$ cat src/rtl/core/afb_pkg.sv
// ----------------------------------------------------------------------------
// afb_pkg
// Shared types and constants for the alpha fade / blink controller: request
// and mode codes, register indexes, field widths and the command and status
// groups that run between the controller and the datapath.
// ----------------------------------------------------------------------------
package afb_pkg;

   // Field widths
   localparam int ALPHA_W   = 17;   // Q1.16 alpha level
   localparam int STEP_W    = 18;   // signed per-tick step
   localparam int FRAME_W   = 16;
   localparam int DUR_W     = 16;
   localparam int CSR_IDX_W = 2;
   localparam int CSR_DAT_W = 17;

   // Step divider: one quotient bit per cycle
   localparam int DIV_STEPS = 16;
   localparam int DIVCNT_W  = 4;

   localparam logic [ALPHA_W-1:0] ALPHA_FULL = 17'h10000;

   // Request codes
   localparam logic [1:0] REQ_TICK     = 2'd0;
   localparam logic [1:0] REQ_FADE_IN  = 2'd1;
   localparam logic [1:0] REQ_FADE_OUT = 2'd2;
   localparam logic [1:0] REQ_BLINK    = 2'd3;

   // Mode codes
   localparam logic [1:0] MODE_IDLE     = 2'd0;
   localparam logic [1:0] MODE_FADE_IN  = 2'd1;
   localparam logic [1:0] MODE_FADE_OUT = 2'd2;
   localparam logic [1:0] MODE_BLINK    = 2'd3;

   // Register indexes
   localparam logic [CSR_IDX_W-1:0] CSR_FRAME_TIME = 2'd0;
   localparam logic [CSR_IDX_W-1:0] CSR_BLINK_MIN  = 2'd1;
   localparam logic [CSR_IDX_W-1:0] CSR_BLINK_MAX  = 2'd2;

   // Controller to datapath
   typedef struct packed {
      logic load_item;   // latch the accepted request
      logic div_start;   // seed the step divider
      logic div_step;    // one divider iteration
      logic apply;       // update state and load the response
   } afb_cmd_type;

   // Datapath to controller
   typedef struct packed {
      logic need_div;    // request needs a computed step magnitude
      logic div_last;    // final divider iteration in progress
   } afb_status_type;

endpackage

$ cat src/rtl/core/afb_ctrl.sv
// ----------------------------------------------------------------------------
// afb_ctrl
// Sequencer for the alpha controller: takes one request at a time, runs the
// step divider when a command needs it, and owns the response valid flag.
// ----------------------------------------------------------------------------
module afb_ctrl (
   input  logic                    clock,
   input  logic                    reset,
   input  logic                    req_valid,
   output logic                    req_ready,
   output logic                    rsp_valid,
   input  logic                    rsp_ready,
   output afb_pkg::afb_cmd_type    cmd,
   input  afb_pkg::afb_status_type status
);

   localparam logic [1:0] ST_IDLE  = 2'd0;
   localparam logic [1:0] ST_EVAL  = 2'd1;
   localparam logic [1:0] ST_DIV   = 2'd2;
   localparam logic [1:0] ST_APPLY = 2'd3;

   logic [1:0] state_ff;
   logic [1:0] state_in;
   logic       rsp_valid_ff;
   logic       rsp_valid_in;
   logic       ready_int;
   logic       accept;

   // Take a request only when idle and the response slot is free or draining
   assign ready_int = !reset && (state_ff == ST_IDLE) && (!rsp_valid_ff || rsp_ready);
   assign accept    = req_valid && ready_int;
   assign req_ready = ready_int;
   assign rsp_valid = rsp_valid_ff;

   // Next state and commands
   always_comb begin
      cmd      = '0;
      state_in = state_ff;
      case (state_ff)
         ST_IDLE: begin
            if (accept) begin
               cmd.load_item = 1'b1;
               state_in      = ST_EVAL;
            end
         end
         ST_EVAL: begin
            if (status.need_div) begin
               cmd.div_start = 1'b1;
               state_in      = ST_DIV;
            end else begin
               cmd.apply = 1'b1;
               state_in  = ST_IDLE;
            end
         end
         ST_DIV: begin
            cmd.div_step = 1'b1;
            if (status.div_last) begin
               state_in = ST_APPLY;
            end
         end
         ST_APPLY: begin
            cmd.apply = 1'b1;
            state_in  = ST_IDLE;
         end
         default: begin
            state_in = ST_IDLE;
         end
      endcase
   end

   // Response valid: set on apply, cleared when the response is taken
   always_comb begin
      rsp_valid_in = rsp_valid_ff;
      if (rsp_valid_ff && rsp_ready) begin
         rsp_valid_in = 1'b0;
      end
      if (cmd.apply) begin
         rsp_valid_in = 1'b1;
      end
   end

   always_ff @(posedge clock) begin
      if (reset) begin
         state_ff     <= ST_IDLE;
         rsp_valid_ff <= 1'b0;
      end else begin
         state_ff     <= state_in;
         rsp_valid_ff <= rsp_valid_in;
      end
   end

endmodule

$ cat src/rtl/core/afb_dp.sv
// ----------------------------------------------------------------------------
// afb_dp
// Datapath for the alpha controller: config registers, alpha/step/mode state,
// a bit-serial step divider and the registered response payload.
// ----------------------------------------------------------------------------
module afb_dp (
   input  logic                                 clock,
   input  logic                                 reset,
   input  logic                                 csr_we,
   input  logic [afb_pkg::CSR_IDX_W-1:0]        csr_index,
   input  logic [afb_pkg::CSR_DAT_W-1:0]        csr_wdata,
   input  logic [1:0]                           req_type,
   input  logic [afb_pkg::DUR_W-1:0]            req_duration,
   output logic [7:0]                           rsp_alpha_byte,
   output logic [1:0]                           rsp_mode,
   input  afb_pkg::afb_cmd_type                 cmd,
   output afb_pkg::afb_status_type              status
);

   localparam logic signed [18:0] SUM_FULL = 19'sh10000;

   // Config registers
   logic [afb_pkg::FRAME_W-1:0] frame_time_ff;
   logic [afb_pkg::ALPHA_W-1:0] blink_min_ff;
   logic [afb_pkg::ALPHA_W-1:0] blink_max_ff;

   // Latched request
   logic [1:0]                  item_type_ff;
   logic [afb_pkg::DUR_W-1:0]   item_dur_ff;

   // Architectural state
   logic [1:0]                  mode_ff;
   logic [1:0]                  mode_in;
   logic [afb_pkg::ALPHA_W-1:0] alpha_ff;
   logic [afb_pkg::ALPHA_W-1:0] alpha_in;
   logic [afb_pkg::STEP_W-1:0]  step_ff;
   logic [afb_pkg::STEP_W-1:0]  step_in;

   // Divider
   logic [afb_pkg::DUR_W-1:0]    rem_ff;
   logic [afb_pkg::DUR_W-1:0]    rem_in;
   logic [afb_pkg::DUR_W-1:0]    quo_ff;
   logic [afb_pkg::DUR_W-1:0]    quo_in;
   logic [afb_pkg::DIVCNT_W-1:0] cnt_ff;
   logic [afb_pkg::DIVCNT_W-1:0] cnt_in;
   logic [afb_pkg::DUR_W:0]      div_trial;
   logic                         div_ge;

   // Response payload
   logic [7:0] rsp_alpha_byte_ff;
   logic [1:0] rsp_mode_ff;

   // Apply helpers
   logic                        dur_zero;
   logic                        mag_sat;
   logic [afb_pkg::ALPHA_W-1:0] mag;
   logic [afb_pkg::STEP_W-1:0]  mag_pos;
   logic [afb_pkg::STEP_W-1:0]  mag_neg;
   logic signed [18:0]          tick_sum;
   logic                        step_is_pos;
   logic [24:0]                 scaled_prod;
   logic [8:0]                  scaled;

   // Config writes
   always_ff @(posedge clock) begin
      if (reset) begin
         frame_time_ff <= 16'd1;
         blink_min_ff  <= '0;
         blink_max_ff  <= afb_pkg::ALPHA_FULL;
      end else if (csr_we) begin
         case (csr_index)
            afb_pkg::CSR_FRAME_TIME: frame_time_ff <= csr_wdata[afb_pkg::FRAME_W-1:0];
            afb_pkg::CSR_BLINK_MIN:  blink_min_ff  <= csr_wdata;
            afb_pkg::CSR_BLINK_MAX:  blink_max_ff  <= csr_wdata;
            default: begin
            end
         endcase
      end
   end

   // Request latch
   always_ff @(posedge clock) begin
      if (cmd.load_item) begin
         item_type_ff <= req_type;
         item_dur_ff  <= req_duration;
      end
   end

   // Step magnitude saturates when duration is zero or frame_time >= duration;
   // otherwise the quotient fits 16 bits and the divider produces it
   assign dur_zero        = (item_dur_ff == '0);
   assign mag_sat         = dur_zero || (frame_time_ff >= item_dur_ff);
   assign status.need_div = (item_type_ff != afb_pkg::REQ_TICK) && !mag_sat;
   assign status.div_last = (cnt_ff == afb_pkg::DIVCNT_W'(afb_pkg::DIV_STEPS - 1));

   // Restoring divider: (frame_time << 16) / duration, one bit per cycle
   assign div_trial = {rem_ff, 1'b0};
   assign div_ge    = (div_trial >= {1'b0, item_dur_ff});

   always_comb begin
      rem_in = rem_ff;
      quo_in = quo_ff;
      cnt_in = cnt_ff;
      if (cmd.div_start) begin
         rem_in = frame_time_ff;
         quo_in = '0;
         cnt_in = '0;
      end else if (cmd.div_step) begin
         rem_in = div_ge ? afb_pkg::DUR_W'(div_trial - {1'b0, item_dur_ff})
                         : div_trial[afb_pkg::DUR_W-1:0];
         quo_in = {quo_ff[afb_pkg::DUR_W-2:0], div_ge};
         cnt_in = cnt_ff + 1'b1;
      end
   end

   always_ff @(posedge clock) begin
      rem_ff <= rem_in;
      quo_ff <= quo_in;
      cnt_ff <= cnt_in;
   end

   assign mag      = mag_sat ? afb_pkg::ALPHA_FULL : {1'b0, quo_ff};
   assign mag_pos  = {1'b0, mag};
   assign mag_neg  = -mag_pos;
   assign tick_sum = $signed({2'b00, alpha_ff}) + $signed({step_ff[afb_pkg::STEP_W-1], step_ff});
   assign step_is_pos = !step_ff[afb_pkg::STEP_W-1] && (step_ff != '0);

   // State update for the current request
   always_comb begin
      mode_in  = mode_ff;
      alpha_in = alpha_ff;
      step_in  = step_ff;
      case (item_type_ff)
         afb_pkg::REQ_TICK: begin
            case (mode_ff)
               afb_pkg::MODE_FADE_IN: begin
                  if (tick_sum >= SUM_FULL) begin
                     alpha_in = afb_pkg::ALPHA_FULL;
                     mode_in  = afb_pkg::MODE_IDLE;
                  end else begin
                     alpha_in = tick_sum[afb_pkg::ALPHA_W-1:0];
                  end
               end
               afb_pkg::MODE_FADE_OUT: begin
                  if (tick_sum <= 19'sd0) begin
                     alpha_in = '0;
                     mode_in  = afb_pkg::MODE_IDLE;
                  end else begin
                     alpha_in = tick_sum[afb_pkg::ALPHA_W-1:0];
                  end
               end
               afb_pkg::MODE_BLINK: begin
                  // upper bound is checked first; bounce reverses the step
                  if (tick_sum >= $signed({2'b00, blink_max_ff})) begin
                     alpha_in = blink_max_ff;
                     step_in  = -step_ff;
                  end else if (tick_sum <= $signed({2'b00, blink_min_ff})) begin
                     alpha_in = blink_min_ff;
                     step_in  = -step_ff;
                  end else begin
                     alpha_in = tick_sum[afb_pkg::ALPHA_W-1:0];
                  end
               end
               default: begin
               end
            endcase
         end
         afb_pkg::REQ_FADE_IN: begin
            if (alpha_ff == afb_pkg::ALPHA_FULL) begin
               mode_in = afb_pkg::MODE_IDLE;
            end else if (dur_zero) begin
               mode_in  = afb_pkg::MODE_IDLE;
               alpha_in = afb_pkg::ALPHA_FULL;
            end else begin
               alpha_in = '0;
               mode_in  = afb_pkg::MODE_FADE_IN;
               step_in  = mag_pos;
            end
         end
         afb_pkg::REQ_FADE_OUT: begin
            if (dur_zero) begin
               mode_in  = afb_pkg::MODE_IDLE;
               alpha_in = '0;
            end else begin
               alpha_in = afb_pkg::ALPHA_FULL;
               mode_in  = afb_pkg::MODE_FADE_OUT;
               step_in  = mag_neg;
            end
         end
         afb_pkg::REQ_BLINK: begin
            // ignored while fading
            if ((mode_ff == afb_pkg::MODE_IDLE) || (mode_ff == afb_pkg::MODE_BLINK)) begin
               mode_in = afb_pkg::MODE_BLINK;
               step_in = step_is_pos ? mag_pos : mag_neg;
            end
         end
         default: begin
         end
      endcase
   end

   // 255 * alpha >> 16, saturated at 255
   assign scaled_prod = {alpha_in, 8'b0} - {8'b0, alpha_in};
   assign scaled      = scaled_prod[24:16];

   always_ff @(posedge clock) begin
      if (reset) begin
         mode_ff  <= afb_pkg::MODE_IDLE;
         alpha_ff <= '0;
         step_ff  <= '0;
      end else if (cmd.apply) begin
         mode_ff  <= mode_in;
         alpha_ff <= alpha_in;
         step_ff  <= step_in;
      end
   end

   // Response payload
   always_ff @(posedge clock) begin
      if (cmd.apply) begin
         rsp_alpha_byte_ff <= scaled[8] ? 8'hFF : scaled[7:0];
         rsp_mode_ff       <= mode_in;
      end
   end

   assign rsp_alpha_byte = rsp_alpha_byte_ff;
   assign rsp_mode       = rsp_mode_ff;

endmodule

$ cat src/rtl/core/alpha_fade_blink_controller.sv
// Sequence: a tick or a saturating command is accepted in idle and applied in the
// evaluate state; a command whose step needs the divider runs the 16-iteration
// serial step divider before its apply state. The response is registered on apply,
// and one request is in flight at a time: the next is taken only back in idle.
// Reset (synchronous, active high) sets idle mode, alpha 0, step 0 and the
// register defaults, and empties the response slot.
// ----------------------------------------------------------------------------
// alpha_fade_blink_controller
// Q1.16 alpha fade / blink controller: ticks advance the level, commands start
// fades or blinks; each request returns the level as a byte and the mode.
// ----------------------------------------------------------------------------
module alpha_fade_blink_controller (
   input  logic                           clock,
   input  logic                           reset,
   input  logic                           csr_we,
   input  logic [afb_pkg::CSR_IDX_W-1:0]  csr_index,
   input  logic [afb_pkg::CSR_DAT_W-1:0]  csr_wdata,
   input  logic                           req_valid,
   output logic                           req_ready,
   input  logic [1:0]                     req_type,
   input  logic [afb_pkg::DUR_W-1:0]      req_duration,
   output logic                           rsp_valid,
   input  logic                           rsp_ready,
   output logic [7:0]                     rsp_alpha_byte,
   output logic [1:0]                     rsp_mode
);

   afb_pkg::afb_cmd_type    cmd;
   afb_pkg::afb_status_type status;

   // Sequencer
   afb_ctrl u_ctrl (
      .clock     (clock),
      .reset     (reset),
      .req_valid (req_valid),
      .req_ready (req_ready),
      .rsp_valid (rsp_valid),
      .rsp_ready (rsp_ready),
      .cmd       (cmd),
      .status    (status)
   );

   // Datapath
   afb_dp u_dp (
      .clock          (clock),
      .reset          (reset),
      .csr_we         (csr_we),
      .csr_index      (csr_index),
      .csr_wdata      (csr_wdata),
      .req_type       (req_type),
      .req_duration   (req_duration),
      .rsp_alpha_byte (rsp_alpha_byte),
      .rsp_mode       (rsp_mode),
      .cmd            (cmd),
      .status         (status)
   );

endmodule

$ cat config.mk
export PLATFORM = sky130hd
export DESIGN_NAME = alpha_fade_blink_controller
export DESIGN_NICKNAME = d
export VERILOG_FILES = /design/src/rtl/core/afb_pkg.sv /design/src/rtl/core/afb_ctrl.sv /design/src/rtl/core/afb_dp.sv /design/src/rtl/core/alpha_fade_blink_controller.sv
export SDC_FILE = /design/constraint.sdc
export NUM_CORES = 1
export LEC_CHECK = 0
export ABC_AREA = 0
export BUFFER_PORTS_ARGS = -buffer_cell sky130_fd_sc_hd__buf_2
export CORE_MARGIN = 2
export CORE_UTILIZATION = 45
export DETAILED_ROUTE_END_ITERATION = 8
export PLACE_DENSITY = 0.72
export SLEW_MARGIN = 20
export SYNTH_ARGS = -nofsm -noshare
export SYNTH_HDL_FRONTEND = slang
export SYNTH_SLANG_ARGS = --single-unit
$ cat constraint.sdc
create_clock -name clock -period 6.19 [get_ports clock]
set_input_delay 1.238 -clock clock [delete_from_list [all_inputs] [get_ports clock]]
set_output_delay 1.238 -clock clock [all_outputs]
set_load 0.005 [all_outputs]
Yosys cells after proc, flatten, opt, wreduce, memory -nomap -nowiden:

Cells that the tools add are included.

* register bits: 154
* bits of input ports: 42
* logic and storage cells: 118
* output and inout bits: 12

* equality and inequality tests: 21
* reductions and logical operators: 27
* mux-type cells: 43
* add/sub/neg operators: 6
* magnitude comparators: 6

Operator list (number)
* 18-bit two-way mux: 8
* 17-bit two-way mux: 8
* 17-bit one-hot mux with 3 select lines: 2
* 18-bit one-hot mux with 4 select lines: 1
* 16-bit two-way mux: 3
* 25-bit by 17-bit subtractor with 25-bit output: 1
* 18-bit by 18-bit adder with 19-bit output: 1
* 19-bit by 18-bit >= comparator with 1-bit output: 1
* 19-bit by 18-bit >= comparator with 1-bit output, second input constant: 1
* 19-bit by 1-bit <= comparator with 1-bit output, second input constant: 1
* 19-bit by 18-bit <= comparator with 1-bit output: 1
* 17-bit negator with 18-bit output: 1
* 18-bit negator: 1
* 18-bit nonzero test: 1
* 17-bit equality test, second input constant: 1
* 17-bit by 16-bit >= comparator with 1-bit output: 1
* 16-bit >= comparator: 1
* 16-bit logical NOT: 1
* 2-bit two-way mux: 8
* 2-bit one-hot mux with 4 select lines: 2
* 16-bit subtractor: 1
* 2-bit equality test, second input constant: 7
* 1-bit two-way mux: 9
* 2-bit by 1-bit equality test with 1-bit output, second input constant: 4
* other kinds (14): 37

Longest topological paths before layout:

Gate-level depths: netlist of run 1.

* word-level depth: 7
* gate-level depth with buffers: 33
* mapped depth without buffers: 32

By module:

A second synthesis of run 1 with hierarchy kept.

* cell total of the unflattened synthesis: 1408
* area, all modules: 11453.5 um^2

By module, submodules not included
* afb_dp: cells an instance 1390, area each 11287.1 um^2, instances 1, seq. area each 3463.3 um^2
* afb_ctrl: cells an instance 18, area each 166.4 um^2, instances 1, seq. area each 60.1 um^2

Worst setup path before layout of run 1:

OpenSTA, ideal clock, no wires.

* kind: register to register
* start point: register u_dp.step_ff[4] (netlist bit)
* end point: register u_dp.rsp_alpha_byte_ff[6] (netlist: u_dp.rsp_alpha_byte[6]) (data pin)
* setup time: 0.276 ns
* data arrival time: 6.314 ns
* clock period less this slack: 6.589 ns
* setup slack: -0.399 ns
* stages on the path, launching flop included: 30
* path through: dfxtp_1 ha_1 a21o_1 a31o_2 o21ai_1 a21oi_1 nor2_1 o21ai_0 xor2_1 ha_1 nand2_1 nor3_1 o31ai_1 a221oi_1 inv_1 a21oi_1 a21oi_1 o21ai_0 a22oi_1 o2bb2ai_1 inv_1 ha_1 nand2_1 a2111oi_0 nand4_1 nor4_2 a211oi_1 o41ai_2 xnor2_2 o211ai_1

* longest elaborated chain between the ends: 7
* elaborated cells on any way between the ends: 12
* those cells by class: add/sub: 2; order compare: 4; mux: 6

Ends and longest elaborated chain
* start: declaration: line afb_dp.sv:36 `logic [afb_pkg::STEP_W-1:0] step_ff;`
* start signal: assignment: line afb_dp.sv:214 `step_ff <= step_in;`
* 18-bit by 18-bit adder with 19-bit output (*): line afb_dp.sv:125 `assign tick_sum = $signed({2'b00, alpha_ff}) + $signed({step_ff[afb_pkg::STEP_W-1], step_ff});`
* 19-bit by 18-bit <= comparator with 1-bit output: line afb_dp.sv:157 `end else if (tick_sum <= $signed({2'b00, blink_min_ff})) begin`
* 17-bit two-way mux: line afb_dp.sv:157
* 17-bit two-way mux: line afb_dp.sv:154 `if (tick_sum >= $signed({2'b00, blink_max_ff})) begin`
* 17-bit one-hot mux with 3 select lines (*): line afb_dp.sv:135 `case (mode_ff)`
* 17-bit one-hot mux with 3 select lines (*): line afb_dp.sv:133 `case (item_type_ff)`
* named net u_dp.alpha_in, one bit: line afb_dp.sv:35 `logic [afb_pkg::ALPHA_W-1:0] alpha_in;`
* 25-bit by 17-bit subtractor with 25-bit output (*): line afb_dp.sv:203 `assign scaled_prod = {alpha_in, 8'b0} - {8'b0, alpha_in};`
* end signal: assignment: line afb_dp.sv:221 `rsp_alpha_byte_ff <= scaled[8] ? 8'hFF : scaled[7:0];`
* end: declaration: line afb_dp.sv:50 `logic [7:0] rsp_alpha_byte_ff;`

The timed path passes the listed nets; every way through them passes the cells marked *.
A chain may end at the register's enable or synchronous reset.

Final worst setup path of run 1:

* start point: register u_dp.alpha_ff[0] (netlist bit)
* end point: register u_dp.rsp_alpha_byte_ff[3] (netlist: u_dp.rsp_alpha_byte[3]) (data pin)

* longest elaborated chain between the ends: 7
* elaborated cells on any way between the ends: 14
* those cells by class: add/sub: 2; order compare: 4; eq/ne: 1; mux: 7

Ends and longest elaborated chain
* start: declaration: line afb_dp.sv:34 `logic [afb_pkg::ALPHA_W-1:0] alpha_ff;`
* start signal: assignment: line afb_dp.sv:213 `alpha_ff <= alpha_in;`
* 18-bit by 18-bit adder with 19-bit output: line afb_dp.sv:125
* 19-bit by 18-bit <= comparator with 1-bit output: line afb_dp.sv:157
* 17-bit two-way mux: line afb_dp.sv:157
* 17-bit two-way mux: line afb_dp.sv:154
* 17-bit one-hot mux with 3 select lines: line afb_dp.sv:135
* 17-bit one-hot mux with 3 select lines (*): line afb_dp.sv:133
* 25-bit by 17-bit subtractor with 25-bit output (*): line afb_dp.sv:203

Every way passes the cells marked *; elsewhere a longest branch is shown, timed or not.

==> results of run 1 <==
cell type report:
| class | instances | area [sq um] | area share (%) |
|---|---|---|---|
| clock buffer | 17 | 425 | 3.01 |
| clock inverter | 15 | 183 | 1.29 |
| inverter | 98 | 370 | 2.62 |
| multi-input combinational | 1144 | 7620 | 54.0 |
| sequential | 154 | 3530 | 25.0 |
| tap | 324 | 405 | 2.87 |
| timing repair buffer | 224 | 1580 | 11.2 |
critical path: cells and delay by family (launching register included):
family	cells	cell delay [ns]
AO/OA/AOI/OAI	6	1.07
buffers and inverters	6	0.63
flip-flops	1	0.35
AND/OR/NAND/NOR	11	2.96
XOR/XNOR	1	0.15
adder cells (fa/ha/maj)	3	0.80
sequential cells by signal, indices dropped and copies added, names as in the netlist, named ones only:
signal and count:
u_dp.blink_min_ff 17, u_dp.item_type_ff 2, u_dp.quo_ff 16, u_dp.blink_max_ff 17, u_dp.mode_ff 2, u_ctrl.state_ff 1, u_dp.rem_ff 16, u_dp.item_dur_ff 16
u_ctrl.rsp_valid 1, u_dp.step_ff 17, u_dp.alpha_ff 17, u_dp.cnt_ff 4, u_dp.rsp_mode 2, u_dp.rsp_alpha_byte 8, u_dp.frame_time_ff 16
worst max-delay path by stage:
stage | depth (start not counted) | to | slack [ns]
floorplan | 29 | u_dp.rsp_alpha_byte[6] | 0.01
global placement | 26 | u_dp.rsp_alpha_byte[6] | -0.26
detailed placement | 30 | u_dp.rsp_alpha_byte[6] | -0.40
CTS | 26 | u_dp.rsp_alpha_byte[6] | -0.08
global route | 33 | u_dp.rsp_alpha_byte[6] | -0.23
finish | 27 | u_dp.rsp_alpha_byte[3] | 0.002
cells by family after synthesis:
logic type	Yosys count	share of synthesized area, %
AOI/OAI and AO/OA	437	24.9
buffers and inverters	162	5.47
and+or+nand+nor	568	23.4
muxes	11	0.997
DFF	154	31.6
xor gates and xnor gates	28	2.33
adders and majority gates	100	11.3
routing by layer:
layer	GRT usage (%)	vias up	part of all wire, %	wire length (um)
met1	37.5	5516	44	16100
li1	-	5617	-	-
met2	44.4	434	45	16700
met3	4.75	83	6.9	2530
met5	0	-	0	0
met4	11.7	0	3.8	1390
power breakdown:
part           switching [uW]  internal, uW  leakage, uW
logic                     631           500      0.00444
clock network             501           612     0.000295
registers                46.1          1110      0.00130
total                    1180          2220      0.00603
metrics by stage:
| stage | hold slack, ns | worst slack, ns |
|---|---|---|
| final | 0.458 | 0.00223 |
| after global routing | 0.477 | -0.234 |
| after CTS | 0.462 | -0.0765 |
| after detailed placement | 0.451 | -0.400 |
| after global placement | 0.443 | -0.256 |
| after floorplan | 0.436 | 0.0105 |
repair_timing:
action | 4_1_cts | 5_1_grt
setup endpoints to repair | 8 | 8
pin swaps | 44 | 28
buffers inserted | 13 | 4
hold buffers | 0 | 0
gates resized for setup | 62 | 51
layout by cell type, fill, tap and decap left out, types with 6 or more instances in the layout:
cell type / count
sky130_fd_sc_hd__and2_1: 8
sky130_fd_sc_hd__a22oi_1: 8
sky130_fd_sc_hd__a21oi_1: 163
sky130_fd_sc_hd__nand2_1: 237
sky130_fd_sc_hd__o21ai_0: 63
sky130_fd_sc_hd__clkbuf_16: 17
sky130_fd_sc_hd__nand4_1: 20
sky130_fd_sc_hd__nor4_1: 10
sky130_fd_sc_hd__buf_4: 164
sky130_fd_sc_hd__or3_1: 17
sky130_fd_sc_hd__o21a_1: 8
sky130_fd_sc_hd__xnor2_1: 15
sky130_fd_sc_hd__nor2_1: 131
sky130_fd_sc_hd__nor3_1: 27
sky130_fd_sc_hd__dfxtp_1: 108
sky130_fd_sc_hd__o21ai_1: 8
sky130_fd_sc_hd__o211ai_1: 8
sky130_fd_sc_hd__mux2i_1: 9
sky130_fd_sc_hd__a211oi_1: 33
sky130_fd_sc_hd__edfxtp_1: 44
sky130_fd_sc_hd__inv_1: 91
sky130_fd_sc_hd__and3_1: 13
sky130_fd_sc_hd__a21o_1: 23
sky130_fd_sc_hd__buf_2: 53
sky130_fd_sc_hd__nor2b_1: 12
sky130_fd_sc_hd__ha_4: 6
sky130_fd_sc_hd__nand3_1: 30
sky130_fd_sc_hd__a31oi_1: 9
sky130_fd_sc_hd__ha_1: 92
sky130_fd_sc_hd__buf_6: 6
sky130_fd_sc_hd__a211o_1: 6
sky130_fd_sc_hd__nand2b_1: 9
==> flow_summary.toml, run 1 <==
[worst_hold_path]
holdPathEnd = "u_dp.blink_max_ff[9]"
hold_path.startpoint = "u_dp.blink_max_ff[9]"
worst_hold_path_type = "register to register"
hold_path_depth = 2

[synthesis]
synth.top_cells.by_area = "sky130_fd_sc_hd__dfxtp_1 (20%), sky130_fd_sc_hd__edfxtp_1 (12%), sky130_fd_sc_hd__ha_1 (11%)"
cell_area_after_technology_mapping_sq_um = 11200
synthesis.nets = 1602
ys_dominant_reg_cell = "sky130_fd_sc_hd__dfxtp_1"
yosysTopAreaCellShare_pct = 19.7
synth_enable_flop_cells = 44
yosysMostFrequentCell = "sky130_fd_sc_hd__nand2_1"
synth_common_cells = "sky130_fd_sc_hd__nand2_1 (242), sky130_fd_sc_hd__a21oi_1 (172), sky130_fd_sc_hd__nor2_1 (137)"
ys_seq_area_share_pct = 31.6
synth_cell_types = 81
yosys_warnings = 0
synth-seq-cells = 154
netlist_instances = 1460
synth_async_sr_flop_share_pct = 0
synth.largest_area_cell = "sky130_fd_sc_hd__dfxtp_1"
syn_avg_cell_area_sq_um = 7.65

[power]
totalPowerFinal_uw = 3400
worst_ir_drop_on_vdd_v = 0.000165
powerDensity_nw_per_um2 = 241
static-leakage-power_uw = 0.00603

[place]
placement.io_buffers = 53
placed_instance_area_sq_um = 12800
place.detailed.hpwl_mm = 27.9
finalWeightedCongestion = 0.988
placed_cells = 1928

[worst_setup_path]
worst_ep_arrival_time_ns = 6.38
timing.critical_path.fanout_max = 3
r2r_cells = 27
cpMaxStageDelayCell = "sky130_fd_sc_hd__or4_4"
critical_path.reg2reg.startpoint = "u_dp.alpha_ff[0]"
timing.critical_path.from = "u_dp.alpha_ff[0]"
cpPeakStageDelay_ns = 0.56
reg2reg_setup_slack_ns = 0.002
required_ns = 6.38
timing_worst_setup_path_type = "register to register"
worstSetupEndpointType = "register"
rr_endpoint = "u_dp.rsp_alpha_byte[3]"
startpoint_kind_of_the_worst_setup_timing_path = "register"

[route]
detail_route.drc_violations = 0
detail_route.iter0.violations = 1081
drt-wirelength-per-cell_um = 18.6
ant_nets = 0
route.vias.total = 11700
detail_route.vias_per_cell = 5.90
detailedRoute.firstPassIterationCount = 8
route.final.wire_length_mm = 36.7

[die]
floorplan.initialDensity_pct = 45.9
die_height_um = 162
core_region_area_sq_um = 24300
die-area_sq_um = 26100
pin_count = 54
die_x_um = 162
site_rows = 57

[final_layout]
final_net_count = 1781
antenna_cells_inserted = 0
stdcell_area_sq_um = 14100
fillerInstances = 2172
final_util_pct = 58.0
final_layout_size_suffix_gt1_share_pct = 22.2
area_growth_syn_to_layout_pct = 26.4
final_cell_count_no_fill = 1976

[timing]
hold_viol_final = 0
tightest_slew_ns = 0.995
rsz0062_at_grt = "yes"
max_clock_skew_ns = 0.0169
report.final.setup_viol = 0
final-max-slew-violation-count = 0
post-route-period-util_pct = 100
peak_freq_mhz = 162
slew_headroom_pct = 33.2
timing.setup.tns_ns = 0
minimum_clock_period_ns = 6.19

[global_route]
grt-ovfl-total = 0
grt_first_pass_wirelength_mm = 57.4
number_of_global_route_vias_before_repair = 11000
grt_max_degree = 92
antenna_found_initial = 0
track_usage_pct = 27.9

[clock_tree]
clock_latency_ns = 0.44
cts_tree = "yes"
clk_pin_slew_ns = 0.07
cts_htree_levels = 4
clock_buffer_count_from_cts = 17
ctsLongestPathBuffers = 2
clock-sinks = 154
cts_root_buf = "sky130_fd_sc_hd__clkbuf_16"

[run]
cap_violations = 0

[outcome]
outcome = "complete, no violations"
Power figures use the tool's default switching activity.
==> run 2: changes to the inputs <==
Settings changed: CORE_UTILIZATION 45 to 57, PLACE_DENSITY 0.72 to 0.86.
==> flow_summary.toml, run 2 (synthesized netlist as in run 1, its figures left out) <==
[power]
static-leakage-power_uw = 0.00623
worst_ir_drop_on_vdd_v = 0.000224
powerDensity_nw_per_um2 = 245

[worst_setup_path]
required_ns = 6.37
r2r_cells = 27
cpPeakStageDelay_ns = 0.52
worstSetupEndpointType = "register"
startpoint_kind_of_the_worst_setup_timing_path = "register"
rr_endpoint = "u_dp.rsp_alpha_byte[6]"
worst_ep_arrival_time_ns = 6.67
critical_path.reg2reg.startpoint = "u_dp.alpha_ff[3]"
reg2reg_setup_slack_ns = -0.30
timing.critical_path.fanout_max = 7
timing_worst_setup_path_type = "register to register"
cpMaxStageDelayCell = "sky130_fd_sc_hd__or4_4"

[clock_tree]
ctsLongestPathBuffers = 2
clock_latency_ns = 0.45
cts_root_buf = "sky130_fd_sc_hd__clkbuf_16"
post_cts_hold_buffer_count = 0
clock-sinks = 154
clk_pin_slew_ns = 0.07
cts_tree = "yes"
cts_htree_levels = 4
clock_buffer_count_from_cts = 17

[global_route]
grt_max_degree = 92
antenna_found_initial = 0
grt-ovfl-total = 0
track_usage_pct = 37.2
grt_first_pass_wirelength_mm = 60.5
number_of_global_route_vias_before_repair = 11900

[final_layout]
area.sequential_sq_um = 3530
final_layout_size_suffix_gt1_share_pct = 24.4
final_net_count = 1823
layout_common_cells = "sky130_fd_sc_hd__nand2_1 (237), sky130_fd_sc_hd__buf_4 (209), sky130_fd_sc_hd__a21oi_1 (162)"
antenna_cells_inserted = 0
area_growth_syn_to_layout_pct = 27.8
layout.cells.most_common = "sky130_fd_sc_hd__nand2_1"
fillerInstances = 1361
final_cell_count_no_fill = 1959
multi_input_comb_area_sq_um = 7550

[timing]
slew_headroom_pct = 29.8
peak_freq_mhz = 154
max_clock_skew_ns = 0.0110
minimum_clock_period_ns = 6.49
final-max-slew-violation-count = 0
post-route-period-util_pct = 105
tightest_slew_ns = 1.05
final.setup.worst_slack_ns = -0.304
rsz0062_at_grt = "yes"
report.final.setup_viol = 8
hold_viol_final = 0

[run]
cap_violations = 0

[place]
dp_slack_ns = -0.480
placed_cells = 1888
place.detailed.hpwl_mm = 27.6
placement.io_buffers = 53
finalWeightedCongestion = 1.02

[route]
drt-wirelength-per-cell_um = 20.5
detail_route.drc_violations = 0
detail_route.vias_per_cell = 6.47
detail_route.iter0.violations = 1722
route.vias.total = 12700
route.final.wire_length_mm = 40.2
detailedRoute.firstPassIterationCount = 9
ant_nets = 0

[die]
die_height_um = 144
pin_count = 54
site_rows = 51
floorplan.initialDensity_pct = 57.8
die_x_um = 144
core_region_area_sq_um = 19300
die-area_sq_um = 20700

[outcome]
outcome = "finished, violations left"
violations_in_the_final_reports = "negative setup slack"

[worst_hold_path]
hold_path_depth = 2
holdPathEnd = "u_dp.blink_min_ff[10]"
hold_path.startpoint = "u_dp.blink_min_ff[10]"
worst_hold_path_type = "register to register"
run 2: cell types whose count changed in the layout (fill, tap and decap cells not counted), moves of 3 or more:
cell,previous run,this run
sky130_fd_sc_hd__nor2_1,131,126
sky130_fd_sc_hd__a21oi_2,5,8
sky130_fd_sc_hd__nor2_2,4,10
sky130_fd_sc_hd__buf_4,164,209
sky130_fd_sc_hd__inv_6,2,6
sky130_fd_sc_hd__buf_6,6,3
run 2: critical path: cells and delay by family (launching register included):
family                     cells  cell delay [ns]
adders and majority gates      3             0.85
and+or+nand+nor                7             1.64
buffers and inverters          5             0.75
AOI/OAI and AO/OA             10             2.11
DFF                            1             0.34
muxes                          1             0.32
xor gates and xnor gates       1             0.21
run 2: stage by stage:
stage	util, %	hold WS (ns)	area [sq um]	power, uW	TNS [ns]
2_1_floorplan	-	0.436	11200	1800	0
3_3_place_gp	66.6	0.442	12900	2140	-1.39
3_5_place_dp	66.6	0.450	12900	2180	-3.46
4_1_cts	72.2	0.460	14000	3360	-0.190
5_1_grt	73.8	0.483	14300	3620	-3.45
6_report	73.8	0.458	14300	3500	-2.13
run 2: report_power, final:
part | total (uW) | internal, uW | leakage (uW) | switching [uW]
clock | 1120 | 604 | 0.000305 | 518
combinational | 1220 | 539 | 0.00463 | 681
sequential | 1150 | 1110 | 0.00130 | 47.2
total | 3500 | 2250 | 0.00623 | 1250
run 2: layout make-up:
type,count,share of cell area (%)
flip-flops and latches,154,24.7
well taps,265,2.32
clock buffers,18,3.16
repair buffers,266,13.1
clock inverters,14,1.18
inverters,98,2.59
multi-input cells,1144,52.9
run 2: what timing repair did:
item / CTS / global route
pin swaps: 24 / 44
setup endpoints to repair: 8 / 9
buffers inserted: 32 / 15
cloned: 0 / 1
resized for setup: 49 / 56
run 2: layer usage:
metal	track usage, %	wire [um]
met1	46.1	15200
met2	59.8	18100
met3	11.1	4600
met4	16.8	2220
met5	0	0
run 2: worst max-delay path by stage:
stage / startpoint / to / cells after the start
4_1_cts: register / u_dp.rsp_alpha_byte[6] / 33
6_report: u_dp.alpha_ff[3] / u_dp.rsp_alpha_byte[6] / 27
2_1_floorplan: u_dp.step_ff[4] / u_dp.rsp_alpha_byte[6] / 29
3_3_place_gp: u_dp.step_ff[4] / u_dp.rsp_alpha_byte[6] / 29
3_5_place_dp: u_dp.step_ff[1] / u_dp.rsp_alpha_byte[2] / 30
5_1_grt: u_dp.step_ff[3] / u_dp.rsp_alpha_byte[6] / 27
